`config.mk`:
```
export PLATFORM = sky130hd
export DESIGN_NAME = fds_apb_regs
export DESIGN_NICKNAME = d
export VERILOG_FILES = /design/src/hdl/fds_pkg.sv /design/src/hdl/fds_apb_regs.sv
export SDC_FILE = /design/constraint.sdc
export NUM_CORES = 1
export LEC_CHECK = 0
export BUFFER_PORTS_ARGS = -buffer_cell sky130_fd_sc_hd__buf_2
export CORE_AREA = 2 2 69 71
export CTS_BUF_LIST = sky130_fd_sc_hd__clkbuf_4
export CTS_CLUSTER_DIAMETER = 30
export CTS_CLUSTER_SIZE = 28
export DETAILED_ROUTE_END_ITERATION = 16
export DIE_AREA = 0 0 71 73
export PLACE_DENSITY = 0.81
export SLEW_MARGIN = 20
export SYNTH_ARGS = -nofsm -noshare
export SYNTH_HDL_FRONTEND = slang
export SYNTH_SLANG_ARGS = --single-unit
```
`constraint.sdc`:
```
create_clock -name clk -period 1.3 [get_ports clk]
set_input_delay 0.13 -clock clk [delete_from_list [all_inputs] [get_ports clk]]
set_output_delay 0.13 -clock clk [all_outputs]
set_load 0.005 [all_outputs]
```
`src/hdl/fds_pkg.sv`:
```
// ----------------------------------------------------------------------------
// fds_pkg: shared types and constants of the flanger delay sweep
// Store geometry, sample type, configuration record, register map and
// reset values used across the flanger modules.
// ----------------------------------------------------------------------------
package fds_pkg;

	localparam int STORE_DEPTH = 128;
	localparam int SAMPLE_BITS = 24;
	localparam int ADDR_W      = $clog2(STORE_DEPTH);
	localparam int DLY_W       = ADDR_W + 1;
	localparam int NUM_REGS    = 5;
	localparam int PADDR_W     = $clog2(NUM_REGS * 4);
	localparam int PDATA_W     = 32;
	localparam int GAIN_W      = 9;
	localparam int GAIN_SHIFT  = 8;
	localparam int PROD_W      = SAMPLE_BITS + GAIN_W + 1;
	localparam int SUM_W       = PROD_W - GAIN_SHIFT + 1;

	typedef logic [ADDR_W-1:0]             addr_t;
	typedef logic [DLY_W-1:0]              dly_t;
	typedef logic signed [SAMPLE_BITS-1:0] sample_t;
	typedef logic [7:0]                    sweep_cnt_t;
	typedef logic [GAIN_W-1:0]             gain_t;

	typedef struct packed {
		logic [7:0] sweep_interval;
		logic [6:0] delay_ceil;
		logic [4:0] delay_floor;
		logic [8:0] wet_mix;
		logic [7:0] feedback_gain;
	} cfg_t;

	typedef enum logic [2:0] {
		REG_SWEEP_INTERVAL = 3'd0,
		REG_DELAY_CEIL     = 3'd1,
		REG_DELAY_FLOOR    = 3'd2,
		REG_WET_MIX        = 3'd3,
		REG_FEEDBACK_GAIN  = 3'd4
	} reg_idx_t;

	typedef struct packed {
		logic    en;
		addr_t   addr;
		sample_t data;
	} store_wr_t;

	localparam logic [7:0] RST_SWEEP_INTERVAL = 8'd131;
	localparam logic [6:0] RST_DELAY_CEIL     = 7'd57;
	localparam logic [4:0] RST_DELAY_FLOOR    = 5'd4;
	localparam logic [8:0] RST_WET_MIX        = 9'd256;
	localparam logic [7:0] RST_FEEDBACK_GAIN  = 8'd104;

	localparam gain_t      GAIN_ONE     = gain_t'(256);
	localparam dly_t       DELAY_STEP   = dly_t'(2);
	localparam dly_t       DELAY_LO     = dly_t'(2);
	localparam dly_t       DELAY_HI     = dly_t'(STORE_DEPTH - 2);
	localparam addr_t      DELAY_RESET  = addr_t'(20);
	localparam sweep_cnt_t COUNT_RESET  = sweep_cnt_t'(50);

endpackage

```
`src/hdl/fds_apb_regs.sv`:
```
// ----------------------------------------------------------------------------
// fds_apb_regs: configuration register file
// APB-style write and read access to the sweep and gain registers.
// ----------------------------------------------------------------------------
module fds_apb_regs (
	input  logic                          clk,
	input  logic                          arst_n,
	input  logic                          psel,
	input  logic                          penable,
	input  logic                          pwrite,
	input  logic [fds_pkg::PADDR_W-1:0]   paddr,
	input  logic [fds_pkg::PDATA_W-1:0]   pwdata,
	output logic [fds_pkg::PDATA_W-1:0]   prdata,
	output logic                          pready,
	output fds_pkg::cfg_t                 cfg
);

	fds_pkg::cfg_t     cfg_q;
	fds_pkg::reg_idx_t idx;
	logic              wr_en;

	assign pready = 1'b1;
	assign idx    = fds_pkg::reg_idx_t'(paddr[fds_pkg::PADDR_W-1:2]);
	assign wr_en  = psel && penable && pwrite && pready;
	assign cfg    = cfg_q;

	always_ff @(posedge clk or negedge arst_n) begin
		if (!arst_n) begin
			cfg_q.sweep_interval <= fds_pkg::RST_SWEEP_INTERVAL;
			cfg_q.delay_ceil     <= fds_pkg::RST_DELAY_CEIL;
			cfg_q.delay_floor    <= fds_pkg::RST_DELAY_FLOOR;
			cfg_q.wet_mix        <= fds_pkg::RST_WET_MIX;
			cfg_q.feedback_gain  <= fds_pkg::RST_FEEDBACK_GAIN;
		end else if (wr_en) begin
			unique case (idx)
				fds_pkg::REG_SWEEP_INTERVAL: cfg_q.sweep_interval <= pwdata[7:0];
				fds_pkg::REG_DELAY_CEIL:     cfg_q.delay_ceil     <= pwdata[6:0];
				fds_pkg::REG_DELAY_FLOOR:    cfg_q.delay_floor    <= pwdata[4:0];
				fds_pkg::REG_WET_MIX:        cfg_q.wet_mix        <= pwdata[8:0];
				fds_pkg::REG_FEEDBACK_GAIN:  cfg_q.feedback_gain  <= pwdata[7:0];
				default: ;
			endcase
		end
	end

	always_comb begin
		prdata = '0;
		unique case (idx)
			fds_pkg::REG_SWEEP_INTERVAL: prdata[7:0] = cfg_q.sweep_interval;
			fds_pkg::REG_DELAY_CEIL:     prdata[6:0] = cfg_q.delay_ceil;
			fds_pkg::REG_DELAY_FLOOR:    prdata[4:0] = cfg_q.delay_floor;
			fds_pkg::REG_WET_MIX:        prdata[8:0] = cfg_q.wet_mix;
			fds_pkg::REG_FEEDBACK_GAIN:  prdata[7:0] = cfg_q.feedback_gain;
			default:                     prdata = '0;
		endcase
	end

endmodule

```
# --- Word-level counts from Yosys, hierarchy flattened ---
# Cells that the tools add are included.
# Widths: inputs -> output; s select.
totals:
  input_bits: 42
  out_inout_bits: 70
  reg_bits: 37
  word_cells: 21
op_classes:
  n_reduce_logical: 8
  mux: 4
  n_eq_ne: 4
ops:
  columns: ["cell", "count"]
  rows:
  - ["$pmux 5 s5", 1]
  - ["$reduce_and 2->1", 5]
  - ["$pmux 2 s4", 1]
  - ["$eq 3x2->1 const B", 2]
  - ["$eq 3x1->1 const B", 1]
  - ["$eq 3x3->1 const B", 1]
  - ["$logic_not 3->1", 1]
  - ["$pmux 1 s3", 1]
  - ["$logic_and 1x1->1", 2]
  - ["$mux 1", 1]

# --- Logic depth before layout (Yosys ltp) ---
logic_depth:
  depth_word: 3
  ltp_mapped: 5
  mapped_depth_nobuf: 3

# --- Worst setup path after synthesis ---
# Ideal clock, no wire load.
synth_path:
  path_type: "input to register"
  startpoint: "input port paddr[4] in the netlist's numbering"
  endpoint: "register cfg_q (netlist bit cfg[31])"
  arrival_ns: 1.199
  setup_ns: 0.125
  cell_stages: 5
  required_time_ns: 1.175
  path_slack_ns: -0.024
  n_path_buf: 2
  cell_sequence: "buf_6 nand4b_4 or3_1 buf_6 mux2_4"
synth_via:
  elab_chain_cells: 2
synth_rtl:
  columns: ["item", "line", "source"]
  rows:
  - ["from (decl)", "fds_apb_regs.sv:11", "input logic [fds_pkg::PADDR_W-1:0] paddr,"]
  - ["$logic_not 3->1", "fds_apb_regs.sv:35", "unique case (idx)"]
  - ["$reduce_and 2->1 (no source line)", null, null]
  - ["to (decl)", "fds_apb_regs.sv:18", "fds_pkg::cfg_t cfg_q;"]
# No other way between the ends.
# A chain may end at the register's enable or synchronous reset.

# --- Worst setup path after layout ---
layout_path:
  startpoint: "register cfg_q (netlist bit cfg[32])"
  endpoint: "output port prdata[3] in the netlist's numbering"
layout_via:
  elab_chain_cells: 1
layout_rtl:
  columns: ["item", "line", "source"]
  rows:
  - ["$pmux 5 s5", "fds_apb_regs.sv:48", "unique case (idx)"]
  - ["to (decl)", "fds_apb_regs.sv:13", "output logic [fds_pkg::PDATA_W-1:0] prdata,"]
# No other way between the ends.

==> out/qor.csv <==
metric;value;unit
synth_commonest_cells;mux2_2 (36), dfrtp_1 (25), buf_4 (24);
dp_hpwl;3640;um
clk_pin_slew_worst_paths;100;ps
finalHoldViolations;0;
ys_ff_latch;37;
largest_reg_flops;37;
max-vdd-ir-drop;0.6494;mV
antenna_cells;0;
comb_power_share;31.9;%
seqPwrFrac;49.6;%
grt_max_degree;21;
vias;1566;
power_density;1194;mW/mm2
switchingPower;0.9476;mW
rsz0062_at_grt;true;
switching_share;29.46;%
synth.most_common_cell;mux2_2;
clock_path_buffers;2;
drt-initial-drc-count;71;
finClkSkew;0;ps
cts-root-buf;clkbuf_4;
drtPass1Iterations;4;
ys_warn_count;0;
core-area;0.004536;mm2
initial_core_util;43.81;%
ys.flop_type;dfrtp_1;
dieArea;0.005183;mm2
syn_area;0.001987;mm2
ys_async_sr_fraction;100.0;%
synth_top_area_cell;dfrtp_1;
drtAntennaViolNets;0;
min_path_type;in -> reg;
drc;0;
layout_min_cycle_time;1547;ps
cts-buffers-inserted;5;
synth_area_leaders;dfrtp_1 (31%), mux2_2 (20%), dfstp_2 (16%);
setup_viol;8;
crit_required;1170;ps
startpoint_type;flip-flop;
final_critical_path_setup_slack;-247.2;ps
p_clk_share;18.5;%
clk_latency;350;ps
wl_per_cell;15.28;um
crit_fanout;2;
max_freq;0.6463;GHz
antenna_found_initial;0;
boundaryPins;112;
final_nets;303;
synth_top_area_share;31.49;%
gr-total-overflow;0;
die_y;73;um
final.period_utilization;119.0;%
seq_area_frac_synth;47.36;%
status;finished, violations left;
worstSetupStartpoint;cfg[32];
gp_congestion;0.7870;
drv_slew;0;
syn_to_final_growth;35.64;%
numClockSinks;37;
io_buffers;62;
power;3.217;mW
grt_pass1_vias;1528;
track_usage;19.05;%
path_class;reg -> out;
r2r_start;cfg[18];
synth_cell_type_count;31;
endpoint_kind;primary output;
p_leak;1.434;nW
fp-row-count;25;
critPathMaxStageDelay;410;ps
min_from;pwdata[8];
synthCells;154;
grt_first_pass_wirelength;7486;um
cpMaxStageDelayCell;dfrtp_1;
via_per_inst;4.956;
h-tree-depth;2;
violations;negative setup slack;
internal-power;2.269;mW
avgSynthCellArea;12.90;um2
cap_violations;0;
fp.dieW;71;um
drive_above_1_share;69.08;%
path_cells;mux2_4 -> a32oi_2 -> o21ai_1 -> buf_2;
cts_tree;yes;
dp_slack;-92.37;ps
synth-edff-count;0;
cp.arrival;1420;ps
drt_wl_total;4830;um
-- path summary, 6_finish.rpt --
check                           cells past startpoint  slack (ps)        end
worst max-delay path                                4        -250  prdata[3]
min in group asynchronous                           2         240    cfg[35]
worst min register to register                      1         550     cfg[2]
worst min-delay path                                2          20    cfg[16]
worst max register to register                      3         280    cfg[18]
max in group asynchronous                           3         520    cfg[29]
-- worst max-delay path, delay by kind of cell (launching register included) --
family / cells / cell delay [ps]
compound gates: 2 / 260
buf+inv: 1 / 130
flops: 1 / 410
mux: 1 / 280
-- power groups by stage --
| stage | logic (mW) | registers, mW | clock network [mW] |
|---|---|---|---|
| 2_1_floorplan | 0.442 | 1.62 | 0 |
| 3_3_place_gp | 0.816 | 1.61 | 0 |
| 3_5_place_dp | 0.840 | 1.62 | 0 |
| 4_1_cts | 0.992 | 1.58 | 0.619 |
| 5_1_grt | 1.12 | 1.62 | 0.662 |
| 6_report | 1.03 | 1.60 | 0.594 |
-- layout by cell type, fill, tap and decap left out, drive strengths merged --
| cell type | netlist | final |
|---|---|---|
| a21oi | 1 | 1 |
| a22o | 1 | 1 |
| a22oi | 5 | 5 |
| a2bb2oi | 1 | 1 |
| a32oi | 5 | 5 |
| and2 | 1 | 1 |
| and2b | 1 | 1 |
| and3 | 1 | 1 |
| buf | 27 | 107 |
| clkbuf | 3 | 5 |
| clkinv | 0 | 2 |
| clkinvlp | 0 | 1 |
| conb | 2 | 24 |
| dfrtp | 25 | 25 |
| dfstp | 12 | 12 |
| dlygate4sd3 | 0 | 1 |
| inv | 1 | 1 |
| mux2 | 44 | 44 |
| nand2 | 3 | 3 |
| nand3 | 3 | 3 |
| nand3b | 1 | 1 |
| nand4b | 1 | 1 |
| nor2 | 4 | 4 |
| nor2b | 2 | 2 |
| nor3 | 1 | 1 |
| nor3b | 2 | 2 |
| o21ai | 5 | 5 |
| o22ai | 1 | 1 |
| or3 | 1 | 1 |
-- final cells by class --
type	instances	area, um2
clock buffer	5	37.54
clock inverter	3	17.52
fill	389	1841
inverter	1	3.754
multi-input combinational	108	957.2
sequential	37	940.9
tap	54	67.56
timing repair buffer	108	670.6
-- metrics by stage --
stage	hold WS [ps]	instance area, um2	setup TNS (ps)	util, %	std cells
CTS	6.181	2649	-1468	58.40	313
finish	18.00	2695	-1419	59.42	316
floorplan	-165.6	2073	-288.2	-	176
global placement	86.22	2466	-1405	54.37	292
global route	1.771	2695	-2015	59.42	316
detailed placement	96.30	2466	-1843	54.37	292
-- cells by family (layout without fill, tap and decap cells) --
| logic type | count (synthesis) | after routing | synth area share (%) |
|---|---|---|---|
| AO/OA/AOI/OAI | 19 | 19 | 6.801 |
| buffers and inverters | 31 | 117 | 11.21 |
| AND/OR/NAND/NOR | 21 | 21 | 7.809 |
| flip-flops | 37 | 37 | 47.36 |
| multiplexers | 44 | 44 | 26.45 |
| other | 2 | 24 | 0.3780 |
-- per-layer routing --
layer / GRT usage [%] / share of wire [%] / vias to the layer above
met1: 22.33 / 41 / 778
met2: 33.33 / 51 / 65
met4: 6.918 / 1.3 / 0
li1: - / - / 716
met3: 5.525 / 7.0 / 7
met5: 0 / 0 / -
-- what timing repair did --
| action | in CTS | in global routing |
|---|---|---|
| buffers inserted | 12 | 3 |
| pin swaps | 3 | 5 |
| gates cloned | 0 | 0 |
| resized for setup | 11 | 5 |
| setup endpoints to repair | 8 | 8 |
| hold endpoints to repair | 12 | 0 |
| hold buffers | 1 | 0 |
Power figures use the tool's default switching activity.
