<file path="config.mk">
export PLATFORM = sky130hd
export DESIGN_NAME = fds_blend_flat
export DESIGN_NICKNAME = d
export VERILOG_FILES = /design/src/hdl/fds_pkg.sv /design/src/hdl/fds_if.sv /design/src/hdl/fds_blend.sv /design/src/flat_wrapper.sv
export SDC_FILE = /design/constraint.sdc
export NUM_CORES = 2
export LEC_CHECK = 0
export ABC_CLOCK_PERIOD_IN_PS = 5200
export BUFFER_PORTS_ARGS = -buffer_cell sky130_fd_sc_hd__buf_2
export CORE_MARGIN = 2
export CORE_UTILIZATION = 36
export CTS_BUF_LIST = sky130_fd_sc_hd__clkbuf_4 sky130_fd_sc_hd__clkbuf_8
export DETAILED_ROUTE_END_ITERATION = 6
export PLACE_DENSITY = 0.62
export SYNTH_ARGS = -nofsm -noshare
export SYNTH_HDL_FRONTEND = slang
export SYNTH_SLANG_ARGS = --single-unit
export TNS_END_PERCENT = 5
</file>
<file path="constraint.sdc">
create_clock -name clk -period 5.2 [get_ports clk]
set_input_delay 0 -clock clk [delete_from_list [all_inputs] [get_ports clk]]
set_output_delay 0 -clock clk [all_outputs]
set_load 0.005 [all_outputs]
</file>
<file path="src/hdl/fds_pkg.sv">
// ----------------------------------------------------------------------------
// fds_pkg: shared types and constants of the flanger delay sweep
// Store geometry, sample type, configuration record, register map and
// reset values used across the flanger modules.
// ----------------------------------------------------------------------------
package fds_pkg;

	localparam int STORE_DEPTH = 128;
	localparam int SAMPLE_BITS = 24;
	localparam int ADDR_W      = $clog2(STORE_DEPTH);
	localparam int DLY_W       = ADDR_W + 1;
	localparam int NUM_REGS    = 5;
	localparam int PADDR_W     = $clog2(NUM_REGS * 4);
	localparam int PDATA_W     = 32;
	localparam int GAIN_W      = 9;
	localparam int GAIN_SHIFT  = 8;
	localparam int PROD_W      = SAMPLE_BITS + GAIN_W + 1;
	localparam int SUM_W       = PROD_W - GAIN_SHIFT + 1;

	typedef logic [ADDR_W-1:0]             addr_t;
	typedef logic [DLY_W-1:0]              dly_t;
	typedef logic signed [SAMPLE_BITS-1:0] sample_t;
	typedef logic [7:0]                    sweep_cnt_t;
	typedef logic [GAIN_W-1:0]             gain_t;

	typedef struct packed {
		logic [7:0] sweep_interval;
		logic [6:0] delay_ceil;
		logic [4:0] delay_floor;
		logic [8:0] wet_mix;
		logic [7:0] feedback_gain;
	} cfg_t;

	typedef enum logic [2:0] {
		REG_SWEEP_INTERVAL = 3'd0,
		REG_DELAY_CEIL     = 3'd1,
		REG_DELAY_FLOOR    = 3'd2,
		REG_WET_MIX        = 3'd3,
		REG_FEEDBACK_GAIN  = 3'd4
	} reg_idx_t;

	typedef struct packed {
		logic    en;
		addr_t   addr;
		sample_t data;
	} store_wr_t;

	localparam logic [7:0] RST_SWEEP_INTERVAL = 8'd131;
	localparam logic [6:0] RST_DELAY_CEIL     = 7'd57;
	localparam logic [4:0] RST_DELAY_FLOOR    = 5'd4;
	localparam logic [8:0] RST_WET_MIX        = 9'd256;
	localparam logic [7:0] RST_FEEDBACK_GAIN  = 8'd104;

	localparam gain_t      GAIN_ONE     = gain_t'(256);
	localparam dly_t       DELAY_STEP   = dly_t'(2);
	localparam dly_t       DELAY_LO     = dly_t'(2);
	localparam dly_t       DELAY_HI     = dly_t'(STORE_DEPTH - 2);
	localparam addr_t      DELAY_RESET  = addr_t'(20);
	localparam sweep_cnt_t COUNT_RESET  = sweep_cnt_t'(50);

endpackage

</file>
<file path="src/hdl/fds_if.sv">


interface fds_out_if;
	logic             valid;
	logic             ready;
	fds_pkg::sample_t out_sample;

	modport source (output valid, output out_sample, input ready);
	modport sink (input valid, input out_sample, output ready);
endinterface

</file>
<file path="src/hdl/fds_blend.sv">
// ----------------------------------------------------------------------------
// fds_blend: mix and feedback datapath
// Gain products, floor scaling, saturating sums, store write-back and the
// output register with its valid/ready pipeline control.
// ----------------------------------------------------------------------------
module fds_blend (
	input  logic                 clk,
	input  logic                 arst_n,
	input  fds_pkg::cfg_t        cfg,
	input  logic                 accept,
	input  fds_pkg::sample_t     x_in,
	input  fds_pkg::addr_t       wp_in,
	input  fds_pkg::sample_t     d_in,
	output logic                 ready,
	output fds_pkg::store_wr_t   wr,
	fds_out_if.source            flanged
);

	typedef logic signed [fds_pkg::PROD_W-1:0] prod_t;

	function automatic fds_pkg::sample_t sat_sum(prod_t a, prod_t b);
		logic [fds_pkg::SUM_W-1:0]                           s;
		logic [fds_pkg::SUM_W-fds_pkg::SAMPLE_BITS:0]        hi;
		fds_pkg::sample_t                                    r;
		s  = {a[fds_pkg::PROD_W-1], a[fds_pkg::PROD_W-1:fds_pkg::GAIN_SHIFT]}
		   + {b[fds_pkg::PROD_W-1], b[fds_pkg::PROD_W-1:fds_pkg::GAIN_SHIFT]};
		hi = s[fds_pkg::SUM_W-1:fds_pkg::SAMPLE_BITS-1];
		if (hi == '0 || hi == '1) begin
			r = s[fds_pkg::SAMPLE_BITS-1:0];
		end else if (s[fds_pkg::SUM_W-1]) begin
			r = {1'b1, {(fds_pkg::SAMPLE_BITS-1){1'b0}}};
		end else begin
			r = {1'b0, {(fds_pkg::SAMPLE_BITS-1){1'b1}}};
		end
		return r;
	endfunction

	logic             v_s1, v_s2, out_v_q;
	logic             adv_out, adv_s2, adv_s1;
	fds_pkg::sample_t x_s1, out_q, y, st;
	fds_pkg::addr_t   wp_s1, wp_s2;
	fds_pkg::gain_t   m, mc, f, fc;
	prod_t            pdm, pxm, pdf, pxf;
	prod_t            pdm_s2, pxm_s2, pdf_s2, pxf_s2;

	assign adv_out = !out_v_q || flanged.ready;
	assign adv_s2  = !v_s2 || adv_out;
	assign adv_s1  = !v_s1 || adv_s2;
	assign ready   = adv_s1;

	always_comb begin
		m   = (cfg.wet_mix > fds_pkg::GAIN_ONE) ? fds_pkg::GAIN_ONE : cfg.wet_mix;
		mc  = fds_pkg::GAIN_ONE - m;
		f   = fds_pkg::gain_t'(cfg.feedback_gain);
		fc  = fds_pkg::GAIN_ONE - f;
		pdm = d_in * $signed({1'b0, m});
		pxm = x_s1 * $signed({1'b0, mc});
		pdf = d_in * $signed({1'b0, f});
		pxf = x_s1 * $signed({1'b0, fc});
	end

	assign y  = sat_sum(pdm_s2, pxm_s2);
	assign st = sat_sum(pdf_s2, pxf_s2);

	assign wr.en   = v_s2 && adv_out;
	assign wr.addr = wp_s2;
	assign wr.data = st;

	always_ff @(posedge clk or negedge arst_n) begin
		if (!arst_n) begin
			v_s1    <= 1'b0;
			v_s2    <= 1'b0;
			out_v_q <= 1'b0;
		end else begin
			if (adv_s1)  v_s1    <= accept;
			if (adv_s2)  v_s2    <= v_s1;
			if (adv_out) out_v_q <= v_s2;
		end
	end

	always_ff @(posedge clk) begin
		if (accept) begin
			x_s1  <= x_in;
			wp_s1 <= wp_in;
		end
		if (adv_s2 && v_s1) begin
			pdm_s2 <= pdm;
			pxm_s2 <= pxm;
			pdf_s2 <= pdf;
			pxf_s2 <= pxf;
			wp_s2  <= wp_s1;
		end
		if (adv_out && v_s2) out_q <= y;
	end

	assign flanged.valid      = out_v_q;
	assign flanged.out_sample = out_q;

endmodule

</file>
<file path="src/flat_wrapper.sv">
// flat-port wrapper written by rule: the top's interface ports become plain ports
module fds_blend_flat 
  (clk, arst_n, cfg, accept, x_in, wp_in, d_in, ready, wr, flanged_valid, flanged_out_sample, flanged_ready);
  fds_out_if flanged_i ();
  input  logic clk;
  input  logic arst_n;
  input  fds_pkg::cfg_t cfg;
  input  logic accept;
  input  fds_pkg::sample_t x_in;
  input  fds_pkg::addr_t wp_in;
  input  fds_pkg::sample_t d_in;
  output logic ready;
  output fds_pkg::store_wr_t wr;
  output wire logic [$bits(flanged_i.valid)-1:0] flanged_valid;
  output wire logic [$bits(flanged_i.out_sample)-1:0] flanged_out_sample;
  input wire logic [$bits(flanged_i.ready)-1:0] flanged_ready;
  assign flanged_valid = flanged_i.valid;
  assign flanged_out_sample = flanged_i.out_sample;
  assign flanged_i.ready = flanged_ready;
  fds_blend u_core (.clk(clk), .arst_n(arst_n), .cfg(cfg), .accept(accept), .x_in(x_in), .wp_in(wp_in), .d_in(d_in), .ready(ready), .wr(wr), .flanged(flanged_i));
endmodule
</file>
* After elaboration in Yosys (flattened, before gate mapping) *
Index checks and enable logic that the tools add are counted.

word-level totals
  bits of input ports = 96
  register bits after elaboration = 200
  output and inout port bits = 58

operators by class
  equality and inequality tests = 2
  add/sub/neg operators = 4
  multiply operators = 4
  multiplexer cells = 5
  reductions and logical operators = 12
  $lt $le $gt $ge = 1

operators with widths
  operator               count
  $mul A24 B10 Y34       3
  $mux W24               4
  $mul A24 B9 Y33        1
  $add A25 B26 Y27       1
  $add A26 B26 Y27       1
  $gt A9 B9 Y1 const B   1
  $mux W9                1
  $sub A9 B8 Y9 const A  1
  $sub A9 B9 Y9 const A  1
  $eq A4 B4 Y1 const B   2
  $logic_not A4 Y1       2
  $logic_or A1 B1 Y1     5
  $logic_not A1 Y1       3
  $logic_and A1 B1 Y1    2

* Longest topological paths before layout *
  depth in word-level cells = 4
  depth in mapped cells = 28

* Worst setup path after synthesis *
Ideal clock, no wire load.

  path type = input-to-reg
  start point = in cfg[0] (netlist name)
  end point = reg u_core.pxf_s2[33] (data pin)
  setup slack = -1.228 ns
  library setup time = 0.260 ns
  stages on the path = 25
  path buffers = 3
  arrival = 6.168 ns
  path through = clkbuf_1 > clkbuf_1 > inv_1 > ha_1 > xnor2_1 > clkbuf_1 > nand2_1 > fa_1 > inv_1 > fa_1 > inv_1 > fa_1 > inv_1 > fa_1 > fa_1 > ha_1 > a21o_1 > a21o_1 > a2111oi_0 > nand3_1 > a21oi_1 > o21ai_1 > a211oi_1 > o21bai_1 > xnor2_1

between the ends
  cells in the longest elaborated chain, start to end = 2

RTL lines
  item                      RTL line           text
  start, declared           flat_wrapper.sv:7  input fds_pkg::cfg_t cfg;
  $sub A9 B8 Y9             fds_blend.sv:55    fc = fds_pkg::GAIN_ONE - f;
  $mul A24 B10 Y34          fds_blend.sv:59    pxf = x_s1 * $signed({1'b0, fc});
  named net u_core.pxf[33]  fds_blend.sv:43    prod_t pdm, pxm, pdf, pxf;
  end signal, assigned      fds_blend.sv:90    pxf_s2 <= pxf;
  end, declared             fds_blend.sv:44    prod_t pdm_s2, pxm_s2, pdf_s2, pxf_s2;

The timed path passes the listed nets, and every way through them passes these cells.
A chain may end at the register's enable or synchronous reset.

* Final worst setup path *
  start point = reg u_core.x_s1[5]
  end point = reg u_core.pxm_s2[24] (data pin)

between the ends
  cells in the longest elaborated chain, start to end = 1

RTL lines
  item                      RTL line         text
  start, declared           fds_blend.sv:40  fds_pkg::sample_t x_s1, out_q, y, st;
  start signal, assigned    fds_blend.sv:83  x_s1 <= x_in;
  $mul A24 B10 Y34          fds_blend.sv:57  pxm = x_s1 * $signed({1'b0, mc});
  named net u_core.pxm[24]  fds_blend.sv:43
  end signal, assigned      fds_blend.sv:88  pxm_s2 <= pxm;
  end, declared             fds_blend.sv:44

The timed path passes the listed nets, and every way through them passes these cells.

==> results.ini <==
[timing]
worst_slack_ns=-0.2976
min_period_over_period=1.057
setup_violations=35
slew_violations=0
tightest_slew_ns=0.9959
tns_ns=-6.271
fin_crit_ns=5.498
relSlewSlack=0.3360
fmax_ghz=0.1819
rsz0062_at_grt=true
fin_worst_skew_ns=0.03258
hold_violations=0

[final_layout]
postLayoutCellArea_um2=44270
syn2layout_area_growth_pct=20.52
fill_cells=9765
drive_gt1_frac=0.1835
nNetsFinal=5543
final_util=0.4364

[drt]
routed_wl_mm=96.05
drc=4
route.antenna.remaining_nets=0
vias=27770
vias_per_cell=4.772
drtIter0Drc=1486
drtPass1Iterations=7
wl_per_cell_um=16.51

[worst_setup_path]
critPathLaunchType=flip-flop
crit_chain=buf_12, buf_12, buf_6, and2_1, fa_2, fa_2, fa_2, fa_1, inv_1, fa_1, inv_1, ha_2, o2111a_1, a2bb2oi_4, o31ai_4, o21bai_4, a21oi_4, buf_4, a21oi_1, xnor2_1
criticalPathCategory=reg -> reg
reg2regPathDepth=20
cpPeakStageDelay_ns=0.54
crit_path_end_kind=flip-flop
cp_slowest_cell=fa_2
cp.required_ns=5.52
cp.arrival_ns=5.81
critPathMostFrequentCell=fa_2
crit_fanout=7

[min_path]
hp-class=in -> reg
whs_path_depth=2

[floorplanning]
die_h_um=323.4
boundaryPins=154
chipWidth_um=323.4
coreArea_um2=101400
start_util=0.3621
dieArea_um2=104600
rows=117

[run_status]
status=finished with violations
violations=design-rule violations, negative setup slack

[place]
port_buffers=133
postPlaceCellArea_um2=42690
place_congestion=0.8973
pre_cts_ws_ns=-1.124
dp_hpwl_mm=80.36

[synthesis]
synth_edf_count=165
syn_nets=5017
synthArstFlopShare=0.01786
synth_top_family_by_area=adder cells
ys_seq_elements=168
synth.distinct_cells=78
synth_xor_area_frac=0.03743
yosysWarnings=0
synth_adder_area_share=0.4837
syn_area_um2=36740
synth_compound_area_frac=0.07892
synth-simple-area-share=0.1630
muxShareOfSynthArea=0.0003065
syn_area_per_cell_um2=9.395
synth_ff_type=edfxtp_1
seq_area_frac_synth=0.1369
netlist_instances=3910

[global_route]
grt_start_max_net_pins=55
grt_pass1_wl_mm=158.5
grt.total_usage=0.1931
antenna_found_initial=8
grt_pass1_vias=29740
overflow=0

[clock_network]
insertion_delay_ns=0.58
cts_tree=yes
cts.sinks=168
cts_made_buffers=17
clkTransAtPathRegs_ns=0.12
clock_path_buffers=2
cts-root-buf=clkbuf_8
htreeDepth=4

[flow_run]
drv_cap=0

[timing repair]
item | 4_1_cts | 5_1_grt
hold buffers | 34 | 0
cloned | 0 | 1
endpoints found under the setup margin | 47 | 56
buffers inserted | 15 | 11
gates resized for setup | 90 | 61
pin swaps | 43 | 49
hold endpoints to repair | 37 | 0
[state kept, by name, indices dropped and copies added, names as in the netlist]
signal                     cells
u_core.v_s2                    1
u_core.pdm_s2                 26
u_core.x_s1                   24
u_core.flanged.valid           1
u_core.pxf_s2                 26
u_core.pxm_s2                 26
u_core.wp_s2                   7
u_core.v_s1                    1
u_core.wp_s1                   7
u_core.flanged.out_sample     24
u_core.pdf_s2                 25
[path summary, 6_finish.rpt]
path,from,end,slack (ns)
setup / recovery,u_core.x_s1[5],u_core.pxm_s2[24],-0.30
hold / removal,x_in[10],u_core.x_s1[10],0.14
setup reg to reg,u_core.x_s1[5],u_core.pxm_s2[24],-0.30
hold reg to reg,u_core.wp_s1[0],u_core.wp_s2[0],0.43
max in group asynchronous,arst_n,u_core.flanged.valid,4.78
min in group asynchronous,arst_n,u_core.v_s1,0.28
[synth_stat cells, drive strengths merged (14+ instances only)]
cell | n | area, µm²
a211oi | 14 | 105.1
nand2b | 14 | 87.58
fa | 682 | 13650
o21ai | 88 | 451.7
nor3 | 36 | 180.2
xnor2 | 111 | 972.2
a21o | 67 | 503.0
nor2 | 88 | 337.8
nand3 | 25 | 125.1
nor2b | 57 | 356.6
buf | 17 | 86.34
nand4 | 19 | 118.9
ha | 329 | 4116
and2 | 446 | 2790
clkbuf | 138 | 518.0
o211ai | 15 | 122.6
o21a | 32 | 240.2
xor2 | 46 | 402.9
a31oi | 14 | 93.84
a21oi | 88 | 444.2
inv | 814 | 3058
edfxtp | 165 | 4955
o221ai | 23 | 201.4
nand2 | 458 | 1719
[layout by cell type (no fill, tap or decap), drive strengths merged, types with 15 or more instances in the layout]
cell,netlist,routed
and2,446,446
fa,682,682
o21ai,88,88
ha,329,329
nand4,19,19
nor2,88,88
o21a,32,32
edfxtp,165,165
inv,814,822
buf,17,628
a21o,67,67
o211ai,15,15
xor2,46,46
nand3,25,25
o221ai,23,23
nor2b,57,57
a21oi,88,88
nor3,36,36
clkbuf,138,17
nand2,458,458
xnor2,111,111
dlygate4sd3,0,34
[layout make-up]
type,count,area (µm²),share of cell area
sequential,168,5030,0.1136
multi-input combinational,2773,28840,0.6515
clock buffer,17,234.0,0.005285
clock inverter,14,185.2,0.004183
timing repair buffer,662,5200,0.1175
tap,1368,1712,0.03866
antenna,3,7.507,0.0001696
inverter,814,3063,0.06918
[kinds of logic after synthesis]
kind of cell    count (synthesis)
mux                             1
buf+inv                       969
xor+xnor                      157
compound gates                423
simple gates                 1181
fa+ha+maj                    1011
flops                         168
[through the flow]
stage | hold slack (ns) | std cells
2_1_floorplan | -0.2956 | 3910
5_1_grt | 0.1044 | 5819
4_1_cts | 0.07080 | 5804
6_report | 0.1374 | 5819
3_3_place_gp | -0.2028 | 5725
3_5_place_dp | -0.2024 | 5725
[worst max-delay path, delay by kind of cell (launching register included)]
kind                     cells  cell delay, ns
AO/OA/AOI/OAI                6            1.13
XOR/XNOR                     1            0.15
adder cells (fa/ha/maj)      6            2.75
buffers and inverters        6            0.65
flip-flops                   1            0.43
AND/OR/NAND/NOR              1            0.15
[routing by layer]
| layer | global-route usage | part of all wire | up-vias |
|---|---|---|---|
| li1 | - | - | 13140 |
| met1 | 0.2639 | 0.45 | 13970 |
| met2 | 0.3288 | 0.49 | 568 |
| met3 | 0.02273 | 0.045 | 81 |
| met4 | 0.04114 | 0.015 | 4 |
| met5 | 0 | 0.00022 | - |
Power is left out: the tool's default activity adds up to more than one toggle a clock period on the data nets, which glitch-free logic cannot reach.
