[src/hdl/fds_pkg.sv]
// ----------------------------------------------------------------------------
// fds_pkg: shared types and constants of the flanger delay sweep
// Store geometry, sample type, configuration record, register map and
// reset values used across the flanger modules.
// ----------------------------------------------------------------------------
package fds_pkg;

	localparam int STORE_DEPTH = 128;
	localparam int SAMPLE_BITS = 24;
	localparam int ADDR_W      = $clog2(STORE_DEPTH);
	localparam int DLY_W       = ADDR_W + 1;
	localparam int NUM_REGS    = 5;
	localparam int PADDR_W     = $clog2(NUM_REGS * 4);
	localparam int PDATA_W     = 32;
	localparam int GAIN_W      = 9;
	localparam int GAIN_SHIFT  = 8;
	localparam int PROD_W      = SAMPLE_BITS + GAIN_W + 1;
	localparam int SUM_W       = PROD_W - GAIN_SHIFT + 1;

	typedef logic [ADDR_W-1:0]             addr_t;
	typedef logic [DLY_W-1:0]              dly_t;
	typedef logic signed [SAMPLE_BITS-1:0] sample_t;
	typedef logic [7:0]                    sweep_cnt_t;
	typedef logic [GAIN_W-1:0]             gain_t;

	typedef struct packed {
		logic [7:0] sweep_interval;
		logic [6:0] delay_ceil;
		logic [4:0] delay_floor;
		logic [8:0] wet_mix;
		logic [7:0] feedback_gain;
	} cfg_t;

	typedef enum logic [2:0] {
		REG_SWEEP_INTERVAL = 3'd0,
		REG_DELAY_CEIL     = 3'd1,
		REG_DELAY_FLOOR    = 3'd2,
		REG_WET_MIX        = 3'd3,
		REG_FEEDBACK_GAIN  = 3'd4
	} reg_idx_t;

	typedef struct packed {
		logic    en;
		addr_t   addr;
		sample_t data;
	} store_wr_t;

	localparam logic [7:0] RST_SWEEP_INTERVAL = 8'd131;
	localparam logic [6:0] RST_DELAY_CEIL     = 7'd57;
	localparam logic [4:0] RST_DELAY_FLOOR    = 5'd4;
	localparam logic [8:0] RST_WET_MIX        = 9'd256;
	localparam logic [7:0] RST_FEEDBACK_GAIN  = 8'd104;

	localparam gain_t      GAIN_ONE     = gain_t'(256);
	localparam dly_t       DELAY_STEP   = dly_t'(2);
	localparam dly_t       DELAY_LO     = dly_t'(2);
	localparam dly_t       DELAY_HI     = dly_t'(STORE_DEPTH - 2);
	localparam addr_t      DELAY_RESET  = addr_t'(20);
	localparam sweep_cnt_t COUNT_RESET  = sweep_cnt_t'(50);

endpackage

[src/hdl/fds_sweep.sv]
// ----------------------------------------------------------------------------
// fds_sweep: triangle sweep and address generation
// Countdown, delay stepping with direction turns, clamping, and the
// circular write and read positions of the delay store.
// ----------------------------------------------------------------------------
module fds_sweep (
	input  logic                  clk,
	input  logic                  arst_n,
	input  fds_pkg::cfg_t         cfg,
	input  logic                  accept,
	output fds_pkg::addr_t        rd_addr,
	output fds_pkg::addr_t        wr_pos,
	output fds_pkg::addr_t        cur_delay
);

	fds_pkg::sweep_cnt_t cnt_q, cnt_nx;
	fds_pkg::addr_t      dly_q, wp_q, wp_nx;
	logic                down_q, down_nx, step;
	fds_pkg::dly_t       dly_ext, dly_mv, dly_raw, dly_cl, rd_sum;

	always_comb begin
		dly_ext = fds_pkg::dly_t'(dly_q);
		step    = (cnt_q <= fds_pkg::sweep_cnt_t'(1));
		dly_mv  = down_q ? dly_ext - fds_pkg::DELAY_STEP : dly_ext + fds_pkg::DELAY_STEP;
		down_nx = down_q;
		dly_raw = dly_ext;
		cnt_nx  = cnt_q - fds_pkg::sweep_cnt_t'(1);
		if (step) begin
			dly_raw = dly_mv;
			cnt_nx  = cfg.sweep_interval;
			if (dly_mv > fds_pkg::dly_t'(cfg.delay_ceil)) down_nx = 1'b1;
			if (dly_mv < fds_pkg::dly_t'(cfg.delay_floor)) down_nx = 1'b0;
		end
		if (dly_raw < fds_pkg::DELAY_LO) begin
			dly_cl = fds_pkg::DELAY_LO;
		end else if (dly_raw > fds_pkg::DELAY_HI) begin
			dly_cl = fds_pkg::DELAY_HI;
		end else begin
			dly_cl = dly_raw;
		end
		// circular read position, wp - delay modulo depth
		rd_sum = fds_pkg::dly_t'(wp_q) + fds_pkg::dly_t'(fds_pkg::STORE_DEPTH) - dly_cl;
		if (rd_sum >= fds_pkg::dly_t'(fds_pkg::STORE_DEPTH)) begin
			rd_addr = fds_pkg::addr_t'(rd_sum - fds_pkg::dly_t'(fds_pkg::STORE_DEPTH));
		end else begin
			rd_addr = fds_pkg::addr_t'(rd_sum);
		end
		wp_nx = (wp_q == fds_pkg::addr_t'(fds_pkg::STORE_DEPTH - 1)) ? '0 : wp_q + 1'b1;
	end

	always_ff @(posedge clk or negedge arst_n) begin
		if (!arst_n) begin
			cnt_q  <= fds_pkg::COUNT_RESET;
			dly_q  <= fds_pkg::DELAY_RESET;
			down_q <= 1'b0;
			wp_q   <= '0;
		end else if (accept) begin
			cnt_q  <= cnt_nx;
			dly_q  <= fds_pkg::addr_t'(dly_cl);
			down_q <= down_nx;
			wp_q   <= wp_nx;
		end
	end

	assign wr_pos    = wp_q;
	assign cur_delay = dly_q;

endmodule

[config.mk]
export PLATFORM = sky130hd
export DESIGN_NAME = fds_sweep
export DESIGN_NICKNAME = d
export VERILOG_FILES = /design/src/hdl/fds_pkg.sv /design/src/hdl/fds_sweep.sv
export SDC_FILE = /design/constraint.sdc
export NUM_CORES = 1
export LEC_CHECK = 0
export CAP_MARGIN = 20
export CORE_ASPECT_RATIO = 0.7
export CORE_MARGIN = 10
export CORE_UTILIZATION = 25
export CTS_CLUSTER_DIAMETER = 120
export DETAILED_ROUTE_END_ITERATION = 16
export DONT_BUFFER_PORTS = 1
export GPL_TIMING_DRIVEN = 0
export PLACE_DENSITY = 0.45
export REMOVE_ABC_BUFFERS = 1
export SYNTH_ARGS = -nofsm -noshare
export SYNTH_HDL_FRONTEND = slang
export SYNTH_SLANG_ARGS = --single-unit
[constraint.sdc]
create_clock -name clk -period 8.14 [get_ports clk]
set_clock_uncertainty 0.1 [all_clocks]
set_input_delay 2.442 -clock clk [delete_from_list [all_inputs] [get_ports clk]]
set_output_delay 2.442 -clock clk [all_outputs]
set_load 0.02 [all_outputs]
Yosys cells after proc, flatten, opt, wreduce, memory -nomap -nowiden
Index checks and enable logic that the tools add are counted.
{"block": "totals", "ff_bits": 23, "inputBits": 40, "out_inout_bits": 21, "wordCells": 29}
{"block": "op_classes", "n_addsub": 7, "order_cmp": 6, "n_eq_ne": 1, "mux": 9, "n_reduce_logical": 2}
{"operator": "8-bit 2-to-1 mux", "count": 5}
{"operator": "7-bit 2-to-1 mux", "count": 2}
{"operator": "7-bit by 2-bit adder with 8-bit output (second input constant)", "count": 1}
{"operator": "7-bit by 8-bit adder with 8-bit output (second input constant)", "count": 1}
{"operator": "8-bit greater-or-equal comparator (second input constant)", "count": 1}
{"operator": "8-bit by 7-bit greater-than comparator with 1-bit output", "count": 1}
{"operator": "8-bit by 7-bit greater-than comparator with 1-bit output (second input constant)", "count": 1}
{"operator": "8-bit by 1-bit <= comparator with 1-bit output (second input constant)", "count": 1}
{"operator": "8-bit by 2-bit < comparator with 1-bit output (second input constant)", "count": 1}
{"operator": "8-bit by 5-bit < comparator with 1-bit output", "count": 1}
{"operator": "7-bit by 2-bit subtractor with 8-bit output (second input constant)", "count": 1}
{"operator": "8-bit by 1-bit subtractor with 8-bit output (second input constant)", "count": 1}
{"operator": "8-bit subtractor", "count": 1}
{"operator": "7-bit by 1-bit adder with 7-bit output (second input constant)", "count": 1}
{"operator": "7-bit equality test (second input constant)", "count": 1}
{"operator": "7-bit by 1-bit subtractor with 7-bit output (second input constant)", "count": 1}
{"operator": "3-bit AND reduction", "count": 1}
{"operator": "1-bit 2-to-1 mux", "count": 2}
{"operator": "2-bit nonzero test", "count": 1}

Longest topological paths before layout
Gate-level depths: netlist of the first run.
{"block": "depth", "ltp_word": 9, "depth_mapped": 20, "ltp_nobuf": 19}

Least setup slack after synthesis of the first run
Ideal clock, no wire load.
{"block": "synth_timing", "path_type": "register to output", "from": "register dly_q[4], in the netlist cur_delay[4]", "to": "output port rd_addr[6]", "arrival_time_ns": 3.913, "t_required_ns": 5.598, "slack_ns": 1.685, "stages_incl_launch_ff": 19, "path_buffers": 1, "path_cell_list": "dfstp_2 > ha_1 > a21o_1 > a31o_2 > a21o_1 > a21o_1 > xor2_1 > buf_6 > a211oi_1 > ha_1 > inv_1 > fa_1 > a21oi_1 > nor2_1 > nor2_1 > o21bai_1 > a21oi_1 > xor2_1 > xnor2_1"}
{"block": "synth_via", "elab_chain_len": 9, "elab_cells_between_ends": 12, "cone_classes": "4 x add/sub; 3 x order compare; 5 x mux"}
{"item": "start, declared", "line_no": "fds_sweep.sv:17", "rtl": "fds_pkg::addr_t dly_q, wp_q, wp_nx;"}
{"item": "start signal, assigned", "line_no": "fds_sweep.sv:54", "rtl": "dly_q <= fds_pkg::DELAY_RESET;"}
{"item": "start signal, assigned", "line_no": "fds_sweep.sv:59", "rtl": "dly_q <= fds_pkg::addr_t'(dly_cl);"}
{"item": "7-bit by 2-bit adder with 8-bit output or 7-bit by 2-bit subtractor with 8-bit output (tied branches)", "line_no": "fds_sweep.sv:24", "rtl": "dly_mv = down_q ? dly_ext - fds_pkg::DELAY_STEP : dly_ext + fds_pkg::DELAY_STEP;"}
{"item": "8-bit 2-to-1 mux", "line_no": "fds_sweep.sv:24"}
{"item": "8-bit 2-to-1 mux *", "line_no": "fds_sweep.sv:28", "rtl": "if (step) begin"}
{"item": "8-bit by 7-bit greater-than comparator with 1-bit output", "line_no": "fds_sweep.sv:36", "rtl": "end else if (dly_raw > fds_pkg::DELAY_HI) begin"}
{"item": "8-bit 2-to-1 mux", "line_no": "fds_sweep.sv:36"}
{"item": "8-bit 2-to-1 mux *", "line_no": "fds_sweep.sv:34", "rtl": "if (dly_raw < fds_pkg::DELAY_LO) begin"}
{"item": "named net dly_cl[0]", "line_no": "fds_sweep.sv:19", "rtl": "fds_pkg::dly_t dly_ext, dly_mv, dly_raw, dly_cl, rd_sum;"}
{"item": "8-bit subtractor *", "line_no": "fds_sweep.sv:42", "rtl": "rd_sum = fds_pkg::dly_t'(wp_q) + fds_pkg::dly_t'(fds_pkg::STORE_DEPTH) - dly_cl;"}
{"item": "7-bit by 1-bit subtractor with 7-bit output or 8-bit greater-or-equal comparator (tied branches)", "line_no": "fds_sweep.sv:44, fds_sweep.sv:43"}
{"item": "7-bit 2-to-1 mux *", "line_no": "fds_sweep.sv:43", "rtl": "if (rd_sum >= fds_pkg::dly_t'(fds_pkg::STORE_DEPTH)) begin"}
{"item": "end, declared", "line_no": "fds_sweep.sv:11", "rtl": "output fds_pkg::addr_t rd_addr,"}
The timed path passes the listed nets; every way through them passes the cells marked *.

Final worst setup path of the first run
{"block": "layout_timing", "from": "register dly_q[4], in the netlist cur_delay[4]", "to": "output port rd_addr[6]"}
{"block": "layout_via", "elab_chain_len": 9, "elab_cells_between_ends": 12, "cone_classes": "4 x add/sub; 3 x order compare; 5 x mux"}
{"item": "7-bit by 2-bit adder with 8-bit output or 7-bit by 2-bit subtractor with 8-bit output (tied branches)", "line_no": "fds_sweep.sv:24"}
{"item": "8-bit 2-to-1 mux", "line_no": "fds_sweep.sv:24"}
{"item": "8-bit 2-to-1 mux *", "line_no": "fds_sweep.sv:28"}
{"item": "8-bit by 7-bit greater-than comparator with 1-bit output", "line_no": "fds_sweep.sv:36"}
{"item": "8-bit 2-to-1 mux", "line_no": "fds_sweep.sv:36"}
{"item": "8-bit 2-to-1 mux *", "line_no": "fds_sweep.sv:34"}
{"item": "8-bit subtractor *", "line_no": "fds_sweep.sv:42"}
{"item": "7-bit by 1-bit subtractor with 7-bit output or 8-bit greater-or-equal comparator (tied branches)", "line_no": "fds_sweep.sv:44, fds_sweep.sv:43"}
{"item": "7-bit 2-to-1 mux *", "line_no": "fds_sweep.sv:43"}
Mark *: on every way between the ends. The rest lies on a longest branch, timed or not.

==> impl_metrics.ini, run 1 <==
[floorplanning]
ios = 61
num_rows = 27
die_x_um = 129
die_y_um = 96.5
die_area_mm2 = 0.0125
core_area_mm2 = 0.00801
start_util_pct = 26.1

[yosys]
synth_compound_area_share_pct = 22.8
synth_edf_count = 0
synth.distinct_cells = 47
synth_top_family_by_area = compound AO/OA/AOI/OAI gates
syn_inst = 247
yosysTopAreaCellShare_pct = 21.6
synthMuxAreaShare_pct = 0.479
ys.flop_type = dfrtp_1
ys_seq_area_share_pct = 27.8
synth.largest_area_cell = dfrtp_1
synthAdderAreaFrac_pct = 16.9
yosys.area_share.simple_pct = 19.2
yosysWarningCount = 0
synth_area_leaders = dfrtp_1 (22%), ha_1 (15%), dfstp_2 (6.3%)
synthXorXnorAreaFrac_pct = 6.65
syn_area_mm2 = 0.00209
postSynth.asyncResetShare_pct = 100
syn_area_per_cell_um2 = 8.46
ys_seq_elements = 23

[global_routing]
use_met1_pct = 12.3
busiest_layer = met2
grt_usage_pct = 9.42
gr-total-overflow = 0
grtUsageMet3_pct = 4.08
grt_pass1_vias = 1748
antenna_found_initial = 0
grt_pass1_wl_um = 9380
grt_max_degree = 26
grtUsageMet2_pct = 14.8

[place]
io_buffers = 0
place.gp.congestion = 0.718
place_hpwl_um = 4490
placed_area_mm2 = 0.00218

[drt]
drtIter0Drc = 61
first_pass_iters = 4
ant_nets = 0
drc_errors = 0
vias = 1691
post_drt_wl_per_cell_um = 16.4
wirelength_um = 5670
via_per_inst = 4.90

[clock_network]
htree_levels = 1
cts_tree = yes
cts_max_path_buffers = 2
cts_num_sinks = 23
numCtsBuffers = 3
post_cts_resized = 0
insertion_delay_ns = 0.26
clock-root-buffer = clkbuf_16
post_cts_buffers = 0
clkTransAtPathRegs_ns = 0.06
postCtsHoldBufs = 0

[worst_setup_path]
path_cells = ha_1, a21o_1, a31o_2, a21o_1, a21o_1, xor2_1, or3_1, a21oi_1, fa_1, a21oi_1, nor2_1, nor2_1, o21bai_1, a21oi_1, xor2_1, xnor2_1
path_max_fanout = 13
slowest_stage = xor2_1
cp-start-kind = register
path_class = register to primary output
critPathTopFamily = compound AO/OA/AOI/OAI gates
crit_required_ns = 5.60
timing.critical_path.buf_inv = 0
cp-end-kind = primary output
worstPathArrival_ns = 4.87
max_stage_delay_ns = 0.77

[timing]
setup_violations = 0
rsz0062_at_grt = no
fmax_mhz = 135
hold_violations = 0
setup_tns_ns = 0
maxSlewViolCount = 0
worstMarginPinSlew_ns = 0.983
finalHoldWorstSlack_ns = 0.421
finalCriticalPeriod_ns = 7.42
slew_headroom_pct = 34.3
min_period_over_period_pct = 91.1

[worst_hold_path]
hold_class = register to register

[layout]
diodes = 0
layout-drive-gt1-share_pct = 6.56
finalInstanceArea_mm2 = 0.00226
multi_input_area_mm2 = 0.00138
nFillCells = 859
layout.nets = 312
areaGrowthSynthToFinish_pct = 8.14
register_area_um2 = 582
final_cell_mix = inv_1 (25), ha_1 (25), o21ai_0 (23)

[power]
power_leakage_nw = 1.04
peakVddDrop_uv = 176
p_total_mw = 1.06
power_density_mw_per_mm2 = 468

[job]
cap_violations = 0

[run_status]
status = complete, no violations
## stage by stage
stage,instances,util (%),setup WS (ns)
3_3_place_gp,341,27.2,1.00
5_1_grt,345,28.2,0.295
3_5_place_dp,341,27.2,0.966
6_report,345,28.2,0.724
4_1_cts,345,28.2,0.681
2_1_floorplan,240,-,1.55
## flip-flops by register name (all words and copies together) (netlist names)
signal / flops
cur_delay: 7
cnt_q: 8
wr_pos: 7
down_q: 1
## layer usage
layer | up-vias | part of all wire [%]
met4 | 0 | 0.16
met2 | 35 | 42
met5 | - | 0
met3 | 2 | 8.3
li1 | 879 | -
met1 | 775 | 49
## worst min-delay path, cell delays in order, from the launching register on
cell	delay, ns
dfstp_2	0.39
o31ai_1	0.06
o21ai_0	0.07
## kinds of logic after synthesis
kind of cell,after synthesis
flops,23
fa+ha+maj,27
simple gates,78
compound gates,71
mux,1
xor+xnor,15
buf+inv,32
## Yosys cell counts (6+ instances only)
cell type and n:
o21ai_0 23, dfrtp_1 18, nand3_1 6, a21o_1 8, ha_1 25, nor2_1 20
nand2_1 17, inv_1 25, xnor2_1 9, a21oi_1 14
## power by group
group / total, mW / switching, mW / internal (mW)
clock network: 0.109 / 0.0420 / 0.0669
logic: 0.665 / 0.409 / 0.256
registers: 0.283 / 0.115 / 0.169
## path summary, 6_finish.rpt
check / start / end / slack [ns] / depth (start not counted)
worst max register to register: cur_delay[4] / cur_delay[2] / 5.02 / 8
min in group asynchronous: arst_n / cnt_q[6] / 1.77 / 0
worst max-delay path: cur_delay[4] / rd_addr[6] / 0.72 / 16
max in group asynchronous: arst_n / cur_delay[2] / 5.99 / 0
worst min-delay path: cnt_q[5] / cnt_q[5] / 0.42 / 2
worst min register to register: cnt_q[5] / cnt_q[5] / 0.42 / 2
## area by class of cell
class | count | area share (%)
clock buffer | 4 | 3.49
inverter | 25 | 4.15
multi-input combinational | 192 | 61.0
sequential | 23 | 25.7
tap | 101 | 5.59
Power figures use the tool's default switching activity.
==> run 2, diff against run 1 <==
--- a/config.mk
+++ b/config.mk
@@ -9,6 +9,7 @@
 export CORE_ASPECT_RATIO = 0.7
 export CORE_MARGIN = 10
 export CORE_UTILIZATION = 25
+export CTS_BUF_LIST = sky130_fd_sc_hd__clkbuf_8 sky130_fd_sc_hd__clkbuf_16
 export CTS_CLUSTER_DIAMETER = 120
 export DETAILED_ROUTE_END_ITERATION = 16
 export DONT_BUFFER_PORTS = 1
==> run 2 against run 1 <==
Net effect:
- non-clock buffer count is the same
- critical path depth is the same
- clock power about the same
- critical endpoint unchanged
- highest routed layer unchanged
- largest power group unchanged
- largest cell class unchanged
- sequential power barely moved
- design area unchanged
==> impl_metrics.ini, run 2 (same netlist as run 1, synthesis figures left out) <==
[clock_network]
clock-root-buffer = clkbuf_16
insertion_delay_ns = 0.26
clkTransAtPathRegs_ns = 0.06
numCtsBuffers = 3
cts_num_sinks = 23
postCtsHoldBufs = 0
htree_levels = 1
post_cts_buffers = 0
cts_tree = yes
post_cts_resized = 0
cts_max_path_buffers = 2

[power]
combPwrFrac_pct = 63.0
p_total_mw = 1.06
power_density_mw_per_mm2 = 467
p_sw_mw = 0.565
power_leakage_nw = 1.05
power.share.clock_pct = 10.2
p_seq_share_pct = 26.8
swShare_pct = 53.6
peakVddDrop_uv = 175
p_int_mw = 0.490

[floorplanning]
die_y_um = 96.5
core_area_mm2 = 0.00801
die_x_um = 129
num_rows = 27
start_util_pct = 26.1
ios = 61
die_area_mm2 = 0.0125

[worst_setup_path]
worstPathArrival_ns = 4.87
path_class = register to primary output
cp-end-kind = primary output
path_max_fanout = 13
cp-start-kind = register
crit_required_ns = 5.60

[layout]
layout-drive-gt1-share_pct = 6.56
areaGrowthSynthToFinish_pct = 8.14
final_cell_mix = inv_1 (26), ha_1 (25), o21ai_0 (23)
regMostFlops = cnt_q
nFillCells = 859
largest_reg_flops = 8
finalInstanceArea_mm2 = 0.00226
diodes = 0
final_common_cell = inv_1
layout.nets = 312

[place]
post-place-ws_ns = 0.966
placed_area_mm2 = 0.00218
place_hpwl_um = 4490
io_buffers = 0
place.gp.congestion = 0.718

[drt]
vias = 1691
post_drt_wl_per_cell_um = 16.4
first_pass_iters = 4
ant_nets = 0
drtIter0Drc = 61
drc_errors = 0
wirelength_um = 5670
via_per_inst = 4.90

[global_routing]
gr-total-overflow = 0
grt_pass1_wl_um = 9380
grt_usage_pct = 9.42
antenna_found_initial = 0
grt_max_degree = 26
grt_pass1_vias = 1748

[job]
cap_violations = 0

[timing]
fmax_mhz = 135
rsz0062_at_grt = no
hold_violations = 0
setup_tns_ns = 0
min_period_over_period_pct = 91.1
slew_headroom_pct = 34.3
finalCriticalPeriod_ns = 7.42
setup_ws_ns = 0.724
worstMarginPinSlew_ns = 0.983
setup_violations = 0
maxSlewViolCount = 0

[run_status]
status = complete, no violations

[worst_hold_path]
hold_class = register to register
[run 2: metal layers]
layer / up-vias / part of all wire (%) / global-route usage (%)
met1: 775 / 49 / 12.3
li1: 879 / - / -
met3: 2 / 8.3 / 4.08
met4: 0 / 0.16 / 0.566
met5: - / 0 / 0
met2: 35 / 42 / 14.8
[run 2: layout make-up]
cell class / instances / area (um^2) / area share [%]
clock buffer: 3 / 75.1 / 3.32
multi-input combinational: 192 / 1380 / 61.0
clock inverter: 1 / 3.75 / 0.166
sequential: 23 / 582 / 25.7
inverter: 25 / 93.8 / 4.15
tap: 101 / 126 / 5.59
[run 2: power by group through the flow]
stage | combinational, mW | sequential [mW] | clock [mW]
floorplan | 0.546 | 0.257 | 0
finish | 0.665 | 0.283 | 0.108
global placement | 0.667 | 0.287 | 0
global route | 0.759 | 0.297 | 0.116
CTS | 0.678 | 0.286 | 0.113
detailed placement | 0.674 | 0.288 | 0
[run 2: critical path, cell delays in order, from the launching register on]
cell and delay (ns):
dfstp_2 0.65, ha_1 0.33, a21o_1 0.23, a31o_2 0.25, a21o_1 0.18, a21o_1 0.20
xor2_1 0.77, or3_1 0.21, a21oi_1 0.11, fa_1 0.44, a21oi_1 0.17, nor2_1 0.06
nor2_1 0.16, o21bai_1 0.10, a21oi_1 0.17, xor2_1 0.09, xnor2_1 0.48
[run 2: final timing paths]
path / start / endpoint / slack (ns) / cells past startpoint
worst min register to register: cnt_q[5] / cnt_q[5] / 0.42 / 2
min in group asynchronous: arst_n / cnt_q[6] / 1.77 / 0
max in group asynchronous: arst_n / cur_delay[2] / 5.99 / 0
worst max register to register: cur_delay[4] / cur_delay[2] / 5.02 / 8
worst min-delay path: cnt_q[5] / cnt_q[5] / 0.42 / 2
worst max-delay path: cur_delay[4] / rd_addr[6] / 0.72 / 16
[run 2: stage by stage]
stage                     instances  utilization, %  hold WS, ns
after floorplan                 240               -        0.387
after global placement          341            27.2        0.422
after detailed placement        341            27.2        0.412
after CTS                       345            28.2        0.422
after global routing            345            28.2        0.473
final                           345            28.2        0.421
